File: config.mk
export PLATFORM = sky130hd
export DESIGN_NAME = multi_slot_software_timer_top
export DESIGN_NICKNAME = d
export VERILOG_FILES = /design/src/rtl/mst_pkg.sv /design/src/rtl/multi_slot_software_timer_top.sv /design/src/rtl/mst_mem.sv /design/src/rtl/mst_ctrl.sv
export SDC_FILE = /design/constraint.sdc
export NUM_CORES = 1
export LEC_CHECK = 0
export BUFFER_PORTS_ARGS = -buffer_cell sky130_fd_sc_hd__clkbuf_2
export CAP_MARGIN = 30
export CELL_PAD_IN_SITES_DETAIL_PLACEMENT = 1
export CELL_PAD_IN_SITES_GLOBAL_PLACEMENT = 1
export CORE_MARGIN = 2
export CORE_UTILIZATION = 30
export CTS_CLUSTER_DIAMETER = 50
export DETAILED_ROUTE_END_ITERATION = 10
export PLACE_DENSITY_LB_ADDON = 0.1
export SYNTH_ARGS = -nofsm -noshare
export SYNTH_HDL_FRONTEND = slang
export SYNTH_HIERARCHICAL = 1
export SYNTH_SLANG_ARGS = --single-unit
File: constraint.sdc
create_clock -name clk_i -period 10.99 [get_ports clk_i]
set_input_delay 0 -clock clk_i [delete_from_list [all_inputs] [get_ports clk_i]]
set_output_delay 0 -clock clk_i [all_outputs]
set_load 0.03 [all_outputs]
File: src/rtl/mst_pkg.sv
// Shared types and constants for the multi-slot timer bank.
package mst_pkg;

  localparam int unsigned DeadlineW  = 32;
  localparam int unsigned ReloadW    = 31;
  localparam int unsigned SlotW      = 4;
  localparam int unsigned MaxResults = 16;
  localparam int unsigned CntW       = $clog2(MaxResults + 1);

  typedef enum logic [1:0] {
    CMD_TICK   = 2'd0,
    CMD_START  = 2'd1,
    CMD_CHANGE = 2'd2,
    CMD_STOP   = 2'd3
  } cmd_e;

  typedef enum logic {
    KIND_STATUS = 1'b0,
    KIND_EXPIRY = 1'b1
  } kind_e;

  typedef enum logic {
    STAT_OK     = 1'b0,
    STAT_ACTIVE = 1'b1
  } stat_e;

  typedef enum logic [1:0] {
    S_IDLE,
    S_SCAN,
    S_DRAIN
  } state_e;

  typedef struct packed {
    logic [1:0]         cmd;
    logic [SlotW-1:0]   slot;
    logic [ReloadW-1:0] timeout;
    logic [ReloadW-1:0] repeat_req;
  } req_t;

  typedef struct packed {
    logic             kind;
    logic [SlotW-1:0] slot_id;
    logic             status;
    logic             last;
  } rsp_t;

  typedef struct packed {
    logic [DeadlineW-1:0] deadline;
    logic [ReloadW-1:0]   reload;
  } mem_word_t;

endpackage

File: src/rtl/multi_slot_software_timer_top.sv
// Top level of the multi-slot timer bank: controller, slot memory and output register.
//
//   channel   direction  handshake                  payload
//   request   in         req_valid_i / req_ready_o  req_i (cmd, slot, timeout, repeat_req)
//   result    out        rsp_valid_o / rsp_ready_i  rsp_o (kind, slot_id, status, last)
//
// Start, change and stop each give one status result.
// A tick is accepted, then the scan reads one slot per cycle from the slot memory unless
// a stalled result holds it, evaluates each registered read, and ends in the drain state.
// A stalled result output holds the scan on its next expiry; requests wait until idle.
// Reset clears the tick count and all armed flags at once; memory contents need no clear.
module multi_slot_software_timer_top import mst_pkg::*; #(
  parameter int unsigned NUM_TIMERS = 16
) (
  input  logic clk_i,
  input  logic rst_ni,
  input  logic req_valid_i,
  output logic req_ready_o,
  input  req_t req_i,
  output logic rsp_valid_o,
  input  logic rsp_ready_i,
  output rsp_t rsp_o
);

  logic res_valid;
  logic res_ready;
  rsp_t res;
  logic out_valid_q, out_valid_d;
  rsp_t out_q, out_d;

  mst_ctrl #(
    .NUM_TIMERS (NUM_TIMERS)
  ) u_ctrl (
    .clk_i       (clk_i),
    .rst_ni      (rst_ni),
    .req_valid_i (req_valid_i),
    .req_ready_o (req_ready_o),
    .req_i       (req_i),
    .res_valid_o (res_valid),
    .res_ready_i (res_ready),
    .res_o       (res)
  );

  assign res_ready = !out_valid_q || rsp_ready_i;

  always_comb begin
    out_valid_d = out_valid_q;
    out_d       = out_q;
    if (res_ready) begin
      out_valid_d = res_valid;
      if (res_valid) begin
        out_d = res;
      end
    end
  end

  always_ff @(posedge clk_i or negedge rst_ni) begin
    if (!rst_ni) begin
      out_valid_q <= 1'b0;
    end else begin
      out_valid_q <= out_valid_d;
    end
  end

  always_ff @(posedge clk_i) begin
    out_q <= out_d;
  end

  assign rsp_valid_o = out_valid_q;
  assign rsp_o       = out_q;

endmodule

File: src/rtl/mst_mem.sv
// Slot memory holding deadline and reload words, one write and one registered read port.
module mst_mem import mst_pkg::*; #(
  parameter int unsigned Depth = 16
) (
  input  logic                                   clk_i,
  input  logic                                   we_i,
  input  logic [((Depth > 1) ? $clog2(Depth) : 1)-1:0] waddr_i,
  input  mem_word_t                              wdata_i,
  input  logic                                   re_i,
  input  logic [((Depth > 1) ? $clog2(Depth) : 1)-1:0] raddr_i,
  output mem_word_t                              rdata_o
);

  mem_word_t mem_q [Depth];
  mem_word_t rdata_q;

  always_ff @(posedge clk_i) begin
    if (we_i) begin
      mem_q[waddr_i] <= wdata_i;
    end
    if (re_i) begin
      rdata_q <= mem_q[raddr_i];
    end
  end

  assign rdata_o = rdata_q;

endmodule

File: src/rtl/mst_ctrl.sv
// Command handling, tick count, armed flags and the expiry scan over the slot memory.
module mst_ctrl import mst_pkg::*; #(
  parameter int unsigned NUM_TIMERS = 16
) (
  input  logic  clk_i,
  input  logic  rst_ni,
  input  logic  req_valid_i,
  output logic  req_ready_o,
  input  req_t  req_i,
  output logic  res_valid_o,
  input  logic  res_ready_i,
  output rsp_t  res_o
);

  localparam int unsigned IdxW = (NUM_TIMERS > 1) ? $clog2(NUM_TIMERS) : 1;
  localparam logic [IdxW-1:0] LastIdx = IdxW'(NUM_TIMERS - 1);
  localparam logic [IdxW:0]   NumIdx  = (IdxW + 1)'(NUM_TIMERS);
  localparam logic [CntW-1:0] CapCnt  = CntW'(MaxResults - 1);

  state_e                 state_q, state_d;
  logic [DeadlineW-1:0]   now_q, now_d;
  logic [NUM_TIMERS-1:0]  armed_q, armed_d;
  logic [IdxW:0]          rd_idx_q, rd_idx_d;
  logic                   ev_vld_q, ev_vld_d;
  logic [IdxW-1:0]        ev_idx_q, ev_idx_d;
  logic                   pend_vld_q, pend_vld_d;
  logic [IdxW-1:0]        pend_idx_q, pend_idx_d;
  logic [CntW-1:0]        cnt_q, cnt_d;

  logic                   mem_we;
  logic [IdxW-1:0]        mem_waddr;
  mem_word_t              mem_wdata;
  logic                   mem_re;
  mem_word_t              ev_rd;

  logic [IdxW-1:0]        cmd_idx;
  logic                   slot_in_range;
  logic [DeadlineW-1:0]   diff;
  logic                   reached;
  logic                   hit;
  logic                   stall;
  logic                   done;

  mst_mem #(
    .Depth (NUM_TIMERS)
  ) u_mem (
    .clk_i   (clk_i),
    .we_i    (mem_we),
    .waddr_i (mem_waddr),
    .wdata_i (mem_wdata),
    .re_i    (mem_re),
    .raddr_i (rd_idx_q[IdxW-1:0]),
    .rdata_o (ev_rd)
  );

  assign cmd_idx       = IdxW'(req_i.slot);
  assign slot_in_range = 32'(req_i.slot) < 32'(NUM_TIMERS);
  assign diff          = ev_rd.deadline - now_q;
  assign reached       = (diff == '0) || diff[DeadlineW-1];
  assign hit           = (state_q == S_SCAN) && ev_vld_q && armed_q[ev_idx_q] && reached;
  assign stall         = hit && pend_vld_q && !res_ready_i;

  always_ff @(posedge clk_i or negedge rst_ni) begin
    if (!rst_ni) begin
      state_q    <= S_IDLE;
      now_q      <= '0;
      armed_q    <= '0;
      rd_idx_q   <= '0;
      ev_vld_q   <= 1'b0;
      ev_idx_q   <= '0;
      pend_vld_q <= 1'b0;
      pend_idx_q <= '0;
      cnt_q      <= '0;
    end else begin
      state_q    <= state_d;
      now_q      <= now_d;
      armed_q    <= armed_d;
      rd_idx_q   <= rd_idx_d;
      ev_vld_q   <= ev_vld_d;
      ev_idx_q   <= ev_idx_d;
      pend_vld_q <= pend_vld_d;
      pend_idx_q <= pend_idx_d;
      cnt_q      <= cnt_d;
    end
  end

  always_comb begin
    state_d     = state_q;
    now_d       = now_q;
    armed_d     = armed_q;
    rd_idx_d    = rd_idx_q;
    ev_vld_d    = ev_vld_q;
    ev_idx_d    = ev_idx_q;
    pend_vld_d  = pend_vld_q;
    pend_idx_d  = pend_idx_q;
    cnt_d       = cnt_q;
    req_ready_o = 1'b0;
    res_valid_o = 1'b0;
    res_o       = '0;
    mem_we      = 1'b0;
    mem_waddr   = ev_idx_q;
    mem_wdata   = '0;
    mem_re      = 1'b0;
    done        = 1'b0;

    case (state_q)
      S_IDLE: begin
        req_ready_o = res_ready_i;
        if (req_valid_i && res_ready_i) begin
          if (req_i.cmd == CMD_TICK) begin
            now_d      = now_q + 1'b1;
            state_d    = S_SCAN;
            rd_idx_d   = '0;
            ev_vld_d   = 1'b0;
            pend_vld_d = 1'b0;
            cnt_d      = '0;
          end else begin
            res_valid_o    = 1'b1;
            res_o.kind     = KIND_STATUS;
            res_o.slot_id  = req_i.slot;
            res_o.status   = STAT_OK;
            res_o.last     = 1'b1;
            mem_waddr      = cmd_idx;
            mem_wdata.deadline = now_q + {1'b0, req_i.timeout};
            if (slot_in_range) begin
              case (req_i.cmd)
                CMD_START: begin
                  if (armed_q[cmd_idx]) begin
                    res_o.status = STAT_ACTIVE;
                  end else begin
                    mem_we           = 1'b1;
                    mem_wdata.reload = req_i.repeat_req;
                    armed_d[cmd_idx] = 1'b1;
                  end
                end
                CMD_CHANGE: begin
                  mem_we           = 1'b1;
                  mem_wdata.reload = '0;
                  if (armed_q[cmd_idx]) begin
                    res_o.status = STAT_ACTIVE;
                  end
                  armed_d[cmd_idx] = 1'b1;
                end
                CMD_STOP: begin
                  armed_d[cmd_idx] = 1'b0;
                end
                default: ;
              endcase
            end
          end
        end
      end

      S_SCAN: begin
        if (!stall) begin
          if (hit) begin
            cnt_d      = cnt_q + 1'b1;
            pend_vld_d = 1'b1;
            pend_idx_d = ev_idx_q;
            if (pend_vld_q) begin
              res_valid_o   = 1'b1;
              res_o.kind    = KIND_EXPIRY;
              res_o.slot_id = SlotW'(pend_idx_q);
              res_o.status  = STAT_OK;
              res_o.last    = 1'b0;
            end
            if (ev_rd.reload == '0) begin
              armed_d[ev_idx_q] = 1'b0;
            end else begin
              mem_we             = 1'b1;
              mem_waddr          = ev_idx_q;
              mem_wdata.deadline = now_q + {1'b0, ev_rd.reload};
              mem_wdata.reload   = ev_rd.reload;
            end
          end
          done = (ev_vld_q && (ev_idx_q == LastIdx)) || (hit && (cnt_q == CapCnt));
          if (done) begin
            state_d  = S_DRAIN;
            ev_vld_d = 1'b0;
          end else if (rd_idx_q < NumIdx) begin
            mem_re   = 1'b1;
            ev_vld_d = 1'b1;
            ev_idx_d = rd_idx_q[IdxW-1:0];
            rd_idx_d = rd_idx_q + 1'b1;
          end else begin
            ev_vld_d = 1'b0;
          end
        end
      end

      S_DRAIN: begin
        if (pend_vld_q) begin
          res_valid_o   = 1'b1;
          res_o.kind    = KIND_EXPIRY;
          res_o.slot_id = SlotW'(pend_idx_q);
          res_o.status  = STAT_OK;
          res_o.last    = 1'b1;
          if (res_ready_i) begin
            pend_vld_d = 1'b0;
            state_d    = S_IDLE;
          end
        end else begin
          state_d = S_IDLE;
        end
      end

      default: begin
        state_d = S_IDLE;
      end
    endcase
  end

endmodule

Word-level counts from Yosys, hierarchy flattened

Memory sizes are Yosys's and may differ from the RTL's. A register that Yosys moved wholly into a read port is not among the register bits.
Index checks and enable logic that the tools add are counted.

Flip-flop bits (word level): 78
Bits in writable memories: 1008
Input port bits: 72
Output and inout bits: 9
Word-level logic and storage cells: 166
Memories kept: 1

Memories:

| memory             | depth | width | rd ports | clocked after memory_dff | write ports | RTL line      | text |
|---|---|---|---|---|---|---|---|
| u_ctrl.u_mem.mem_q | 16    | 63    | 1        | 1                        | 1           | mst_mem.sv:14 | `mem_word_t mem_q [Depth];` |

$add $sub $neg: 6
Magnitude comparators: 5
Eq/ne operators: 19
Multiplexer cells: 82
Bitwise logic cells: 7
Reduce and logical (&&, ||, !) cells: 32

Operators with widths:

| kind                                          | number |
|---|---|
| 2-to-1 mux 63 bit                             | 5 |
| case mux 63 bit (2 select lines)              | 1 |
| 2-to-1 mux 16 bit                             | 6 |
| adder 32 x 31 -> 32 bit                       | 2 |
| 2-to-1 mux 31 bit                             | 2 |
| case mux 16 bit (3 select lines)              | 1 |
| 2-to-1 mux 5 bit                              | 7 |
| 2-to-1 mux 7 bit                              | 5 |
| adder 32 x 1 -> 32 bit, second input constant | 1 |
| bitwise AND 16 bit                            | 2 |
| zero test 32 bit                              | 1 |
| inverter 16 bit                               | 2 |
| case mux 16 bit (2 select lines)              | 1 |
| subtractor 32 bit                             | 1 |
| zero test 31 bit                              | 1 |
| 2-to-1 mux 1 bit                              | 31 |
| case mux 7 bit (3 select lines)               | 1 |
| case mux 5 bit (2 select lines)               | 2 |
| OR 16 bit                                     | 1 |
| AND reduction 5 bit                           | 3 |
| 2-to-1 mux 2 bit                              | 6 |
| 2-to-1 mux 4 bit                              | 3 |
| != test 2 bit, second input constant          | 6 |
| adder 5 x 1 -> 5 bit, second input constant   | 2 |
| 30 further kinds                              | 58 |

Longest topological paths before layout

Gate-level depths: netlist of run 1.

Word-level depth: 10
Gate-level depth with buffers: 17
Mapped depth without buffers: 16

Modules after synthesis

Netlist of run 1, hierarchy kept.

By module, submodules not included:

| module                        | times used | cells an instance | area an instance (sq um) | seq. area each (sq um) |
|---|---|---|---|---|
| mst_mem                       | 1          | 1622              | 39620.5                  | 32160.8 |
| mst_ctrl                      | 1          | 1297              | 10239.8                  | 1751.7 |
| multi_slot_software_timer_top | 1          | 11                | 264.0                    | 235.2 |

Worst setup path before layout of run 1

No wires, ideal clock.

Path kind: register -> register
From: reg u_ctrl.now_q[0]
To: mem u_ctrl/u_mem/mem_q[0][0] in the netlist's numbering, enable pin
Setup time: 561 ps
Data arrival time: 8158 ps
Data required time: 10429 ps
Path slack: 2271 ps
Cell stages (with the launch flop): 17
Path buffers: 1
Clock period less this slack: 8719 ps
Path through: dfrtp_1 -> ha_1 -> fa_1 -> nand2b_1 -> a2111o_1 -> and2_1 -> o21ai_1 -> mux2i_1 -> nand4b_1 -> nor4_4 -> nand3_2 -> a21oi_1 -> o21ai_1 -> clkbuf_1 -> nand2_1 -> or3b_2 -> nor3_1

Longest elaborated chain between the ends: 10
Elaborated cells on any way between the ends: 11
Classes of those cells: 1 x add/sub; 5 x mux; 5 x reduce/logical

Ends and longest elaborated chain:

| item                                     | RTL line        | text |
|---|---|---|
| from (decl)                              | mst_ctrl.sv:21  | `logic [DeadlineW-1:0] now_q, now_d;` |
| from (signal assigned)                   | mst_ctrl.sv:76  | `now_q <= now_d;` |
| subtractor 32 bit *                      | mst_ctrl.sv:58  | `assign diff = ev_rd.deadline - now_q;` |
| zero test 32 bit                         | mst_ctrl.sv:59  | `assign reached = (diff == '0) \|\| diff[DeadlineW-1];` |
| logical OR 1 bit *                       | mst_ctrl.sv:59  |  |
| logical AND 1 bit *                      | mst_ctrl.sv:60  | `assign hit = (state_q == S_SCAN) && ev_vld_q && armed_q[ev_idx_q] && reached;` |
| logical AND 1 bit (2 in a row)           | mst_ctrl.sv:61  | `assign stall = hit && pend_vld_q && !res_ready_i;` |
| 2-to-1 mux 1 bit *                       | mst_ctrl.sv:155 | `if (!stall) begin` |
| case mux 1 bit (2 select lines) *        | mst_ctrl.sv:106 | `case (state_q)` |
| via u_ctrl.mem_we                        | mst_ctrl.sv:30  | `logic mem_we;` |
| 2-to-1 mux 1 bit *                       | mst_mem.sv:18   | `if (we_i) begin` |
| 2-to-1 mux 1 bit (implied by the code) * | mst_mem.sv:19   | `mem_q[waddr_i] <= wdata_i;` |
| to (decl)                                | mst_mem.sv:14   |  |

Mark *: on every way through the listed nets, which the timed path passes. The rest lies on a longest branch.

Worst setup path in the final report of run 1

From: reg u_ctrl.now_q[8]
To: mem u_ctrl/u_mem/mem_q[9][1] in the netlist's numbering, enable pin

Same word-level chain as after synthesis.

==> out/results.tsv, run 1 <==
stage	metric	value	unit
layout	multi-input combinational cell area	15200	um^2
logic_synthesis	Avg Cell Area, Syn	17.1	um^2
power_and_ir_drop	static leakage	19.8	nW
timing	RSZ-0062 raised after global routing	no	
global_route	vias in the first global route	31200	
logic_synthesis	Synth Area in Compound Gates	0.0821	
placed_design	Post-DP HPWL	104000	um
setup_path	crit path DAT	7.17	ns
clock_tree	latest clock arrival within the worst-skew pair	0.82	ns
global_route	GRT Util Overall	0.189	
detailed_routing	Routed WL	160000	um
floorplanning	Core Box Area	166000	um^2
clock_tree	Max Root-Sink Buffers	3	
job	count of maximum capacitance violations	0	
timing	Max Slew Vio Count	0	
timing	Final Skew	0.0732	ns
placed_design	Setup Slack @ Placement	4.19	ns
logic_synthesis	EDFF count, synth	1078	
clock_tree	CTS tree	built	
setup_path	WP data required	11.42	ns
timing	Achievable Freq	148	MHz
layout	Fillers	16500	
clock_tree	CTS HTree Levels	4	
layout	Reg area	34200	um^2
setup_path	CP most frequent cell	buf_4	
hold_path	min-delay src	req_i[66]	
logic_synthesis	Synth Area in Simple Gates	0.0500	
setup_path	cell family with most CP delay	simple AND/OR/NAND/NOR gates	
detailed_routing	routed length per instance	29.1	um
layout	layout cell share with drive strength beyond 1	0.230	
logic_synthesis	ys async rst share	0.0618	
logic_synthesis	largest family of logic cells by synthesized area	multiplexers	
setup_path	crit end category	flip-flop	
global_route	total grt overflow	0	
floorplanning	std cell rows	150	
floorplanning	Die H	413	um
global_route	initial antenna violation count	10	
layout	Area Growth Syn to Fin	18.4	%
power_and_ir_drop	Peak VDD IR	0.000156	V
detailed_routing	Vias	29000	
detailed_routing	drt pass-1 iters	5	
timing	Tcrit/Tclk final	0.614	
clock_tree	Post-CTS Setup Bufs	0	
placed_design	Routability Congestion	0.864	
outcome	status	finished clean	
layout	Layout Nets	3343	
setup_path	CP startpoint	u_ctrl/now_q[8]	
detailed_routing	initial DRC count	2291	
placed_design	dpl cells	5168	
logic_synthesis	top_reg_cell synth	edfxtp_1	
setup_path	R2R setup slack	4.24	ns
layout	fin area	59400	um^2
global_route	largest net degree at the start of global routing	128	
clock_tree	# clock sinks	1149	
layout	final std cells w/o fill	5490	
timing	Slew @ Worst Pin	1.08	ns
clock_tree	Root Buffer	clkbuf_16	
timing	Final TNS setup	0	ns
timing	setup ws final	4.24	ns
setup_path	crit start category	flip-flop	
setup_path	Worst path slowest cell	nor2_4	
logic_synthesis	synthesized cell area	50100	um^2
hold_path	Hold Path Class	in -> reg	
floorplanning	die area	170000	um^2
setup_path	worst r2r src	u_ctrl/now_q[8]	
detailed_routing	Vias/cell	5.28	
floorplanning	IO Pins	81	
setup_path	crit-path cells	inv_1 -> ha_1 -> o211ai_1 -> a21oi_1 -> a21boi_1 -> a21boi_1 -> mux2_1 -> nand4b_1 -> nor4_4 -> nand3_2 -> a21oi_2 -> o21ai_2 -> buf_4 -> nand2_1 -> nand3b_1 -> nor2_4 -> buf_4 -> buf_4	
detailed_routing	DR DRC count	0	
logic_synthesis	Cells after Synth	2930	
layout	most common cell after layout, fill and taps aside	edfxtp_1	
logic_synthesis	mux cell area share after synthesis	0.122	
power_and_ir_drop	total power	15.0	mW
placed_design	Area after DPL	53800	um^2
global_route	first-pass GRT wire length	230000	um
timing	Final Hold Fails	0	
clock_tree	CTS Buf Count	151	
timing	Tmin final	6.75	ns
logic_synthesis	post-synthesis cell type count	95	
logic_synthesis	XOR/XNOR share of the synthesized area	0.0157	
setup_path	CP peak stage delay	0.77	ns
setup_path	Max FO, Critical Path	25	
floorplanning	Starting Density	0.301	
logic_synthesis	post-synthesis adder-cell area fraction	0.0277	
layout	commonest non-fill, non-tap cells in the layout	1078 x edfxtp_1, 262 x mux4_2, 156 x nand2_1	
clock_tree	Worst-path clk slew	0.05	ns
floorplanning	Die Wd	413	um
logic_synthesis	Synth Register Bits	1149	
setup_path	Bufs and invs on worst path	4	
placed_design	port bufs	80	
detailed_routing	remaining antenna violation count after routing	0	
logic_synthesis	Syn Nets	3111	
logic_synthesis	Ys Warns	6	
setup_path	WS Path Type	reg -> reg	
logic_synthesis	sequential area share after synthesis	0.681	
power_and_ir_drop	power per cell area	252	nW/um^2
timing	Final Setup Violations	0	
timing	Rel. slew slack	0.282	
per-layer routing:
layer / global-route usage / routed length [um] / vias to the layer above
met5: 0 / 11 / -
met3: 0.0368 / 8230 / 198
met2: 0.302 / 74900 / 650
met4: 0.0419 / 2670 / 2
li1: - / - / 12500
met1: 0.267 / 73700 / 15600
worst reg2reg max path, cell delays in order (launching register included):
cell and delay (ns):
dfrtp_1 0.49, inv_1 0.13, ha_1 0.46, o211ai_1 0.41
a21oi_1 0.14, a21boi_1 0.28, a21boi_1 0.30, mux2_1 0.34
nand4b_1 0.23, nor4_4 0.39, nand3_2 0.25, a21oi_2 0.22
o21ai_2 0.07, buf_4 0.30, nand2_1 0.21, nand3b_1 0.33
nor2_4 0.77, buf_4 0.54, buf_4 0.55
report_power, final:
group	total, mW	leakage [nW]	internal, mW	switching (mW)
combinational	4.32	6.58	1.63	2.69
clock	4.93	2.44	2.92	2.00
sequential	5.71	10.8	5.36	0.349
total	15.0	19.8	9.91	5.04
kinds of logic after synthesis:
logic type,after synthesis
DFF,1149
adders and majority gates,109
xor gates and xnor gates,90
muxes,284
buffers and inverters,222
AOI/OAI and AO/OA,577
and+or+nand+nor,499
through the flow:
step	hold slack, ns	util
final	0.0930	0.357
after global routing	0.0733	0.356
after CTS	0.0166	0.356
after detailed placement	-0.0126	0.323
after global placement	-0.0164	0.320
after floorplan	-0.296	-
state kept, by name (all words and copies together), names as in the netlist, 2 cells and up, named ones only:
signal,flops
u_ctrl/u_mem/mem_q,1008
u_ctrl/pend_idx_q,4
u_ctrl/u_mem/rdata_o,63
u_ctrl/rd_idx_q,5
u_ctrl/now_q,32
u_ctrl/ev_idx_q,4
rsp_o,7
u_ctrl/cnt_q,5
u_ctrl/state_q,2
repair_timing:
item | in CTS | in global routing
setup endpoints to repair | 0 | 0
gates resized for setup | 0 | 0
hold endpoints to repair | 604 | 0
hold buffers | 43 | 0
path summary, 6_finish.rpt:
kind                                                 end  cells past startpoint
worst max-delay path            u_ctrl/u_mem/mem_q[9][1]                     18
worst min-delay path                           flip-flop                      6
worst max register to register  u_ctrl/u_mem/mem_q[9][1]                     18
worst min register to register           u_ctrl/ev_vld_q                      1
max in group asynchronous             u_ctrl/rd_idx_q[1]                      4
min in group asynchronous               u_ctrl/now_q[10]                      4
synth_stat cells, types with 22 or more instances:
cell         n  area, um^2
nand2b_1    27         169
a21o_1      28         210
nand3_1     44         220
dfrtp_1     71        1780
a21oi_1     94         470
nor3_1      44         220
mux4_2     262        5900
inv_1       87         327
a22oi_1    139        1040
nand2_1    157         589
a22o_1      36         315
nand4_1     23         144
ha_1       106        1330
o21ai_0     72         360
xnor2_1     58         508
clkbuf_1    69         259
a31oi_1     22         138
xor2_1      32         280
edfxtp_1  1078       32400
buf_2       30         150
nor2_1      86         323
area by class of cell:
cell class              instances  share of cell area
repair buffers                214              0.0316
clock buffers                 173              0.0651
well taps                    2204              0.0465
clock inverters                99              0.0203
inverters                      87             0.00550
diodes                          5            0.000211
flip-flops and latches       1149               0.575
multi-input cells            1559               0.255
Note: power is estimated with default switching activity, not from simulation.
==> run 2, diff against run 1 <==
==> constraint.sdc (replaced) <==
create_clock -name clk_i -period 5.7 [get_ports clk_i]
set_input_delay 0 -clock clk_i [delete_from_list [all_inputs] [get_ports clk_i]]
set_output_delay 0 -clock clk_i [all_outputs]
set_load 0.03 [all_outputs]
==> out/results.tsv, run 2 (synthesized netlist as in run 1, its figures left out) <==
stage	metric	value	unit	change
floorplanning	std cell rows	150		unchanged
timing	Final Skew	0.0319	ns	-0.0413 ns
detailed_routing	Vias	29100		+0.43%
timing	Max Slew Vio Count	0		unchanged
setup_path	Worst path slowest cell	ha_1		
timing	Final TNS setup	0	ns	unchanged
clock_tree	PostCTS Resize Cnt	0		unchanged
setup_path	worst r2r src	u_ctrl/now_q[14]		
timing	Achievable Freq	185	MHz	+25%
outcome	status	finished clean		
placed_design	port bufs	80		unchanged
setup_path	WP data required	6.16	ns	-5.26 ns
hold_path	min-delay src	req_i[66]		
timing	Tcrit/Tclk final	0.949		+0.335
setup_path	crit-path cells	inv_1 -> ha_1 -> nand2_1 -> o21ai_1 -> nor2_1 -> a311o_1 -> nor4_1 -> nand4_1 -> nor4_4 -> nand3_2 -> a21oi_2 -> o21ai_2 -> nand2_1 -> or3b_4 -> nor3_4 -> buf_12		
power_and_ir_drop	sw power	9.70	mW	+92%
placed_design	Routability Congestion	0.804		-7.0%
timing	setup ws final	0.291	ns	-3.95 ns
layout	Layout Nets	3387		+1.3%
global_route	first-pass GRT wire length	235000	um	+2.4%
clock_tree	CTS HTree Levels	4		unchanged
power_and_ir_drop	Flop pwr share	0.382		about the same
layout	most common cell after layout, fill and taps aside	edfxtp_1		
detailed_routing	remaining antenna violation count after routing	0		unchanged
timing	Tmin final	5.41	ns	-1.34 ns
setup_path	Worst R2R Path Depth	16		-2
clock_tree	Max Root-Sink Buffers	3		unchanged
clock_tree	CTS Buf Count	150		-0.66%
floorplanning	Die Wd	413	um	unchanged
setup_path	WS Path Type	reg -> reg		
setup_path	Max FO, Critical Path	20		-20%
placed_design	Post-DP HPWL	106000	um	+1.4%
setup_path	crit path DAT	5.87	ns	-1.30 ns
detailed_routing	routed length per instance	29.5	um	+1.6%
layout	layout cell share with drive strength beyond 1	0.237		+0.00678
detailed_routing	Routed WL	163000	um	+2.2%
detailed_routing	DR DRC count	0		unchanged
power_and_ir_drop	power per cell area	486	nW/um^2	+93%
power_and_ir_drop	Comb power frac	0.296		+0.007
job	count of maximum capacitance violations	0		unchanged
timing	Slew @ Worst Pin	0.957	ns	-0.120 ns
setup_path	RR Endpoint	u_ctrl/u_mem/mem_q[0][34]		
timing	Rel. slew slack	0.362		+0.0803
hold_path	hold path cells	6		unchanged
power_and_ir_drop	Net Sw Frac	0.335		-0.00224
floorplanning	Starting Density	0.301		unchanged
detailed_routing	initial DRC count	2165		-5.5%
global_route	GRT Util Overall	0.193		+0.00400
setup_path	crit end category	flip-flop		
layout	number of flip-flops under the largest register name	1008		unchanged
layout	Area Growth Syn to Fin	18.9	%	
setup_path	crit start category	flip-flop		
hold_path	Hold Path Class	in -> reg		
timing	Worst Hold Slack	0.0935	ns	+0.000545 ns
global_route	initial antenna violation count	7		-3
clock_tree	# clock sinks	1149		unchanged
clock_tree	CTS tree	built		
setup_path	cell family with most CP delay	simple AND/OR/NAND/NOR gates		
power_and_ir_drop	Cell Int Power	19.3	mW	+94%
floorplanning	Die H	413	um	unchanged
layout	commonest non-fill, non-tap cells in the layout	1078 x edfxtp_1, 262 x mux4_2, 157 x nand2_1		
global_route	total grt overflow	0		unchanged
global_route	largest net degree at the start of global routing	92		-28%
clock_tree	Root Buffer	clkbuf_16		
floorplanning	Core Box Area	166000	um^2	unchanged
timing	Final Hold Fails	0		unchanged
setup_path	R2R setup slack	0.29	ns	-3.95 ns
layout	Reg with most FFs	u_ctrl/u_mem/mem_q		
power_and_ir_drop	Clock power frac	0.321		-0.008
timing	Final Setup Violations	0		unchanged
setup_path	CP most frequent cell	nand2_1		
clock_tree	latest clock arrival within the worst-skew pair	0.78	ns	-0.04 ns
power_and_ir_drop	static leakage	20.0	nW	+0.84%
timing	RSZ-0062 raised after global routing	no		
clock_tree	Worst-path clk slew	0.06	ns	about the same
floorplanning	IO Pins	81		unchanged
floorplanning	die area	170000	um^2	unchanged
setup_path	Bufs and invs on worst path	2		-2
global_route	vias in the first global route	31500		+0.78%
power_and_ir_drop	Peak VDD IR	0.000326	V	+110%
detailed_routing	Vias/cell	5.27		-0.21%
detailed_routing	drt pass-1 iters	5		unchanged
power_and_ir_drop	total power	29.0	mW	+94%
clock_tree	Post-CTS Setup Bufs	0		unchanged
placed_design	Setup Slack @ Placement	0.294	ns	-3.89 ns
setup_path	CP peak stage delay	0.63	ns	-0.14 ns
[run 2: changes by cell type in the layout (fill, tap and decap cells not counted), moves of 3 or more]
cell	change
clkbuf_16	+4
o22ai_2	-6
buf_16	-14
clkinvlp_4	-4
buf_12	+31
clkinv_16	-7
o22ai_1	+6
o21ai_1	-3
nor3_2	-4
buf_4	+32
nor3_4	+4
[run 2: worst max-delay path by stage]
stage | startpoint | to | slack [ns] | cells after the start
floorplan | u_ctrl/now_q[0] | u_ctrl/u_mem/mem_q[11][0] | -0.88 | 16
detailed placement | u_ctrl/now_q[12] | u_ctrl/u_mem/mem_q[0][33] | 0.29 | 15
global route | u_ctrl/now_q[2] | u_ctrl/u_mem/mem_q[0][29] | 0.01 | 16
global placement | u_ctrl/now_q[12] | u_ctrl/u_mem/mem_q[0][36] | 0.29 | 15
finish | u_ctrl/now_q[14] | u_ctrl/u_mem/mem_q[0][34] | 0.29 | 16
CTS | u_ctrl/now_q[12] | u_ctrl/u_mem/mem_q[0][40] | 0.27 | 15
[run 2: stage by stage]
step / cells / utilization / instance area (um^2)
after floorplan: 2930 / - / 50200
after global placement: 5214 / 0.326 / 54200
after detailed placement: 5215 / 0.326 / 54200
after CTS: 5522 / 0.358 / 59600
after global routing: 5522 / 0.358 / 59600
final: 5525 / 0.358 / 59600
[run 2: timing repair]
| item | in CTS | in global routing |
|---|---|---|
| endpoints found under the setup margin | 0 | 0 |
| hold buffers | 43 | 0 |
| hold endpoints to repair | 596 | 0 |
[run 2: worst reg2reg max path: stages, from the launching register on]
cell and delay (ns):
dfrtp_1 0.43, inv_1 0.12, ha_1 0.63, nand2_1 0.10
o21ai_1 0.35, nor2_1 0.10, a311o_1 0.32, nor4_1 0.37
nand4_1 0.23, nor4_4 0.35, nand3_2 0.15, a21oi_2 0.22
o21ai_2 0.09, nand2_1 0.26, or3b_4 0.51, nor3_4 0.57
buf_12 0.29
[run 2: routing by layer]
| metal | GRT usage | part of all wire | vias up |
|---|---|---|---|
| li1 | - | - | 12600 |
| met1 | 0.271 | 0.46 | 15700 |
| met2 | 0.315 | 0.48 | 645 |
| met3 | 0.0267 | 0.041 | 188 |
| met4 | 0.0487 | 0.020 | 4 |
| met5 | 0 | 0.00017 | - |
[run 2: power groups by stage]
stage               Combinational [mW]  Clock, mW  Sequential, mW
finish                            8.58       9.30            11.1
global route                      9.29       9.87            11.1
CTS                               8.72       9.57            11.1
detailed placement                8.67          0            11.3
global placement                  8.61          0            11.3
floorplan                         5.65          0            10.7
[run 2: layout make-up]
type / instances / area, um^2
Antenna cell: 3 / 7.51
Clock buffer: 177 / 3960
Clock inverter: 87 / 926
Fill cell: 16500 / 107000
Inverter: 87 / 327
Multi-Input combinational cell: 1559 / 15100
Sequential cell: 1149 / 34200
Tap cell: 2204 / 2760
Timing Repair Buffer: 259 / 2300
==> run 3, diff against run 2 <==
--- a/config.mk
+++ b/config.mk
@@ -7,13 +7,11 @@
 export LEC_CHECK = 0
 export BUFFER_PORTS_ARGS = -buffer_cell sky130_fd_sc_hd__clkbuf_2
 export CAP_MARGIN = 30
-export CELL_PAD_IN_SITES_DETAIL_PLACEMENT = 1
-export CELL_PAD_IN_SITES_GLOBAL_PLACEMENT = 1
 export CORE_MARGIN = 2
-export CORE_UTILIZATION = 30
+export CORE_UTILIZATION = 57
 export CTS_CLUSTER_DIAMETER = 50
 export DETAILED_ROUTE_END_ITERATION = 10
-export PLACE_DENSITY_LB_ADDON = 0.1
+export PLACE_DENSITY = 0.76
 export SYNTH_ARGS = -nofsm -noshare
 export SYNTH_HDL_FRONTEND = slang
 export SYNTH_HIERARCHICAL = 1
==> out/results.tsv, run 3 (synthesized netlist as in run 1, its figures left out) <==
stage	metric	value	unit	change
timing	Slew @ Worst Pin	1.03	ns	+0.0703 ns
global_route	first-pass GRT wire length	201000	um	-14%
clock_tree	Max Root-Sink Buffers	3		unchanged
setup_path	CP peak stage delay	0.50	ns	-0.13 ns
floorplanning	Die H	301	um	-27%
placed_design	Routability Congestion	0.990		+23%
clock_tree	Root Buffer	clkbuf_16		
setup_path	WS Path Type	reg -> reg		
setup_path	crit end category	flip-flop		
power_and_ir_drop	sw power	8.92	mW	-8.1%
floorplanning	Core Box Area	87000	um^2	-48%
setup_path	crit start category	flip-flop		
power_and_ir_drop	Flop pwr share	0.403		+0.021
timing	Tmin final	5.54	ns	+0.127 ns
placed_design	Area after DPL	52600	um^2	-3.0%
timing	Final Setup Violations	0		unchanged
clock_tree	# clock sinks	1149		unchanged
power_and_ir_drop	Cell Int Power	18.1	mW	-5.9%
timing	Final Hold Fails	0		unchanged
detailed_routing	drt pass-1 iters	7		+2
layout	multi-input combinational cell area	15100	um^2	about the same
timing	Rel. slew slack	0.315		-0.0469
hold_path	min-delay src	req_i[30]		
global_route	largest net degree at the start of global routing	136		+48%
floorplanning	Starting Density	0.576		+0.275
power_and_ir_drop	Net Sw Frac	0.330		-0.00511
layout	Fillers	5799		-65%
layout	Layout Nets	3305		-2.4%
global_route	vias in the first global route	30200		-4.1%
timing	Max Slew Vio Count	0		unchanged
detailed_routing	Vias/cell	6.86		+30%
outcome	status	finished clean		
floorplanning	IO Pins	81		unchanged
placed_design	Post-DP HPWL	82700	um	-22%
layout	Reg area	34200	um^2	unchanged
layout	most common cell after layout, fill and taps aside	edfxtp_1		
detailed_routing	Vias	30100		+3.3%
hold_path	Hold Path Class	in -> reg		
global_route	initial antenna violation count	2		-5
detailed_routing	remaining antenna violation count after routing	0		unchanged
job	count of maximum capacitance violations	0		unchanged
clock_tree	Post-CTS Setup Bufs	0		unchanged
clock_tree	latest clock arrival within the worst-skew pair	0.72	ns	-0.06 ns
setup_path	Max FO, Critical Path	63		+220%
setup_path	R2R setup slack	0.16	ns	-0.13 ns
layout	Reg with most FFs	u_ctrl/u_mem/mem_q		
clock_tree	PostCTS Resize Cnt	0		unchanged
detailed_routing	Routed WL	138000	um	-16%
floorplanning	Die Wd	301	um	-27%
floorplanning	std cell rows	108		-28%
setup_path	worst r2r src	u_ctrl/now_q[21]		
layout	fin area	57000	um^2	-4.4%
global_route	GRT Util Overall	0.307		+0.114
setup_path	CP startpoint	u_ctrl/now_q[21]		
placed_design	port bufs	80		unchanged
timing	RSZ-0062 raised after global routing	no		
setup_path	Bufs and invs on worst path	2		unchanged
timing	Final Skew	0.0885	ns	+0.0566 ns
detailed_routing	DR DRC count	0		unchanged
floorplanning	die area	90300	um^2	-47%
clock_tree	CTS HTree Levels	3		-1
layout	number of flip-flops under the largest register name	1008		unchanged
layout	commonest non-fill, non-tap cells in the layout	1078 x edfxtp_1, 262 x mux4_2, 157 x nand2_1		
setup_path	crit path DAT	5.82	ns	-0.05 ns
power_and_ir_drop	static leakage	19.3	nW	-3.4%
power_and_ir_drop	Comb power frac	0.306		+0.010
power_and_ir_drop	Clock power frac	0.291		-0.030
timing	Worst Hold Slack	0.0171	ns	-0.0765 ns
setup_path	WP data required	5.99	ns	-0.17 ns
clock_tree	Worst-path clk slew	0.06	ns	about the same
setup_path	CP most frequent cell	o2111ai_1		
detailed_routing	routed length per instance	31.4	um	+6.4%
detailed_routing	initial DRC count	3820		+76%
clock_tree	CTS tree	built		
clock_tree	CTS Buf Count	115		-23%
layout	Area Growth Syn to Fin	13.7	%	
timing	Achievable Freq	181	MHz	-2.3%
layout	layout cell share with drive strength beyond 1	0.221		-0.0153
setup_path	cell family with most CP delay	simple AND/OR/NAND/NOR gates		
setup_path	Worst path slowest cell	or3b_4		
global_route	total grt overflow	0		unchanged
timing	Tcrit/Tclk final	0.971		+0.0223
power_and_ir_drop	power per cell area	474	nW/um^2	-2.4%
setup_path	crit-path cells	inv_1 -> ha_1 -> a21oi_1 -> o2111ai_1 -> a311oi_1 -> o2111ai_1 -> nor4_1 -> nand4_1 -> nor4_4 -> nand3_2 -> a21oi_2 -> o21ai_2 -> nand2_1 -> or3b_4 -> nor3_4 -> buf_12		
power_and_ir_drop	Peak VDD IR	0.000439	V	+35%
[run 3: final timing paths]
path,end,cells past startpoint
setup / recovery,u_ctrl/u_mem/mem_q[0][48],16
hold / removal,u_ctrl/u_mem/mem_q[14][30],2
setup reg to reg,u_ctrl/u_mem/mem_q[0][48],16
hold reg to reg,u_ctrl/ev_vld_q,1
max in group asynchronous,u_ctrl/rd_idx_q[0],4
min in group asynchronous,u_ctrl/now_q[7],4
[run 3: final cells by class]
class                           count  area share
Inverter                           87     0.00573
Antenna cell                        2   0.0000878
Clock inverter                     88      0.0183
Tap cell                         1155      0.0254
Sequential cell                  1149       0.599
Clock buffer                      132      0.0520
Timing Repair Buffer              212      0.0333
Multi-Input combinational cell   1559       0.266
[run 3: power groups by stage]
stage	Sequential, mW	Combinational [mW]	Clock, mW
finish	10.9	8.27	7.86
global route	10.9	8.80	8.25
CTS	10.9	8.14	7.94
floorplan	10.7	5.65	0
detailed placement	11.0	8.03	0
global placement	11.0	7.86	0
[run 3: metal layers]
| metal | routed length [um] | GRT usage |
|---|---|---|
| met1 | 51800 | 0.428 |
| met2 | 66000 | 0.488 |
| met3 | 14100 | 0.0574 |
| met4 | 5720 | 0.119 |
| met5 | 27 | 0 |
[run 3: repair_timing]
item,4_1_cts,5_1_grt
endpoints found under the hold margin,334,0
endpoints found under the setup margin,0,0
hold buffers,30,0
[run 3: metrics by stage]
step	worst slack (ns)	setup TNS (ns)	util	power, mW	cells
floorplan	-0.878	-622.45	-	16.4	2930
global placement	0.301	0	0.604	18.9	4125
detailed placement	0.312	0	0.605	19.1	4129
CTS	0.269	0	0.654	27.0	4379
global route	0.00773	0	0.655	28.0	4382
finish	0.164	0	0.655	27.0	4384
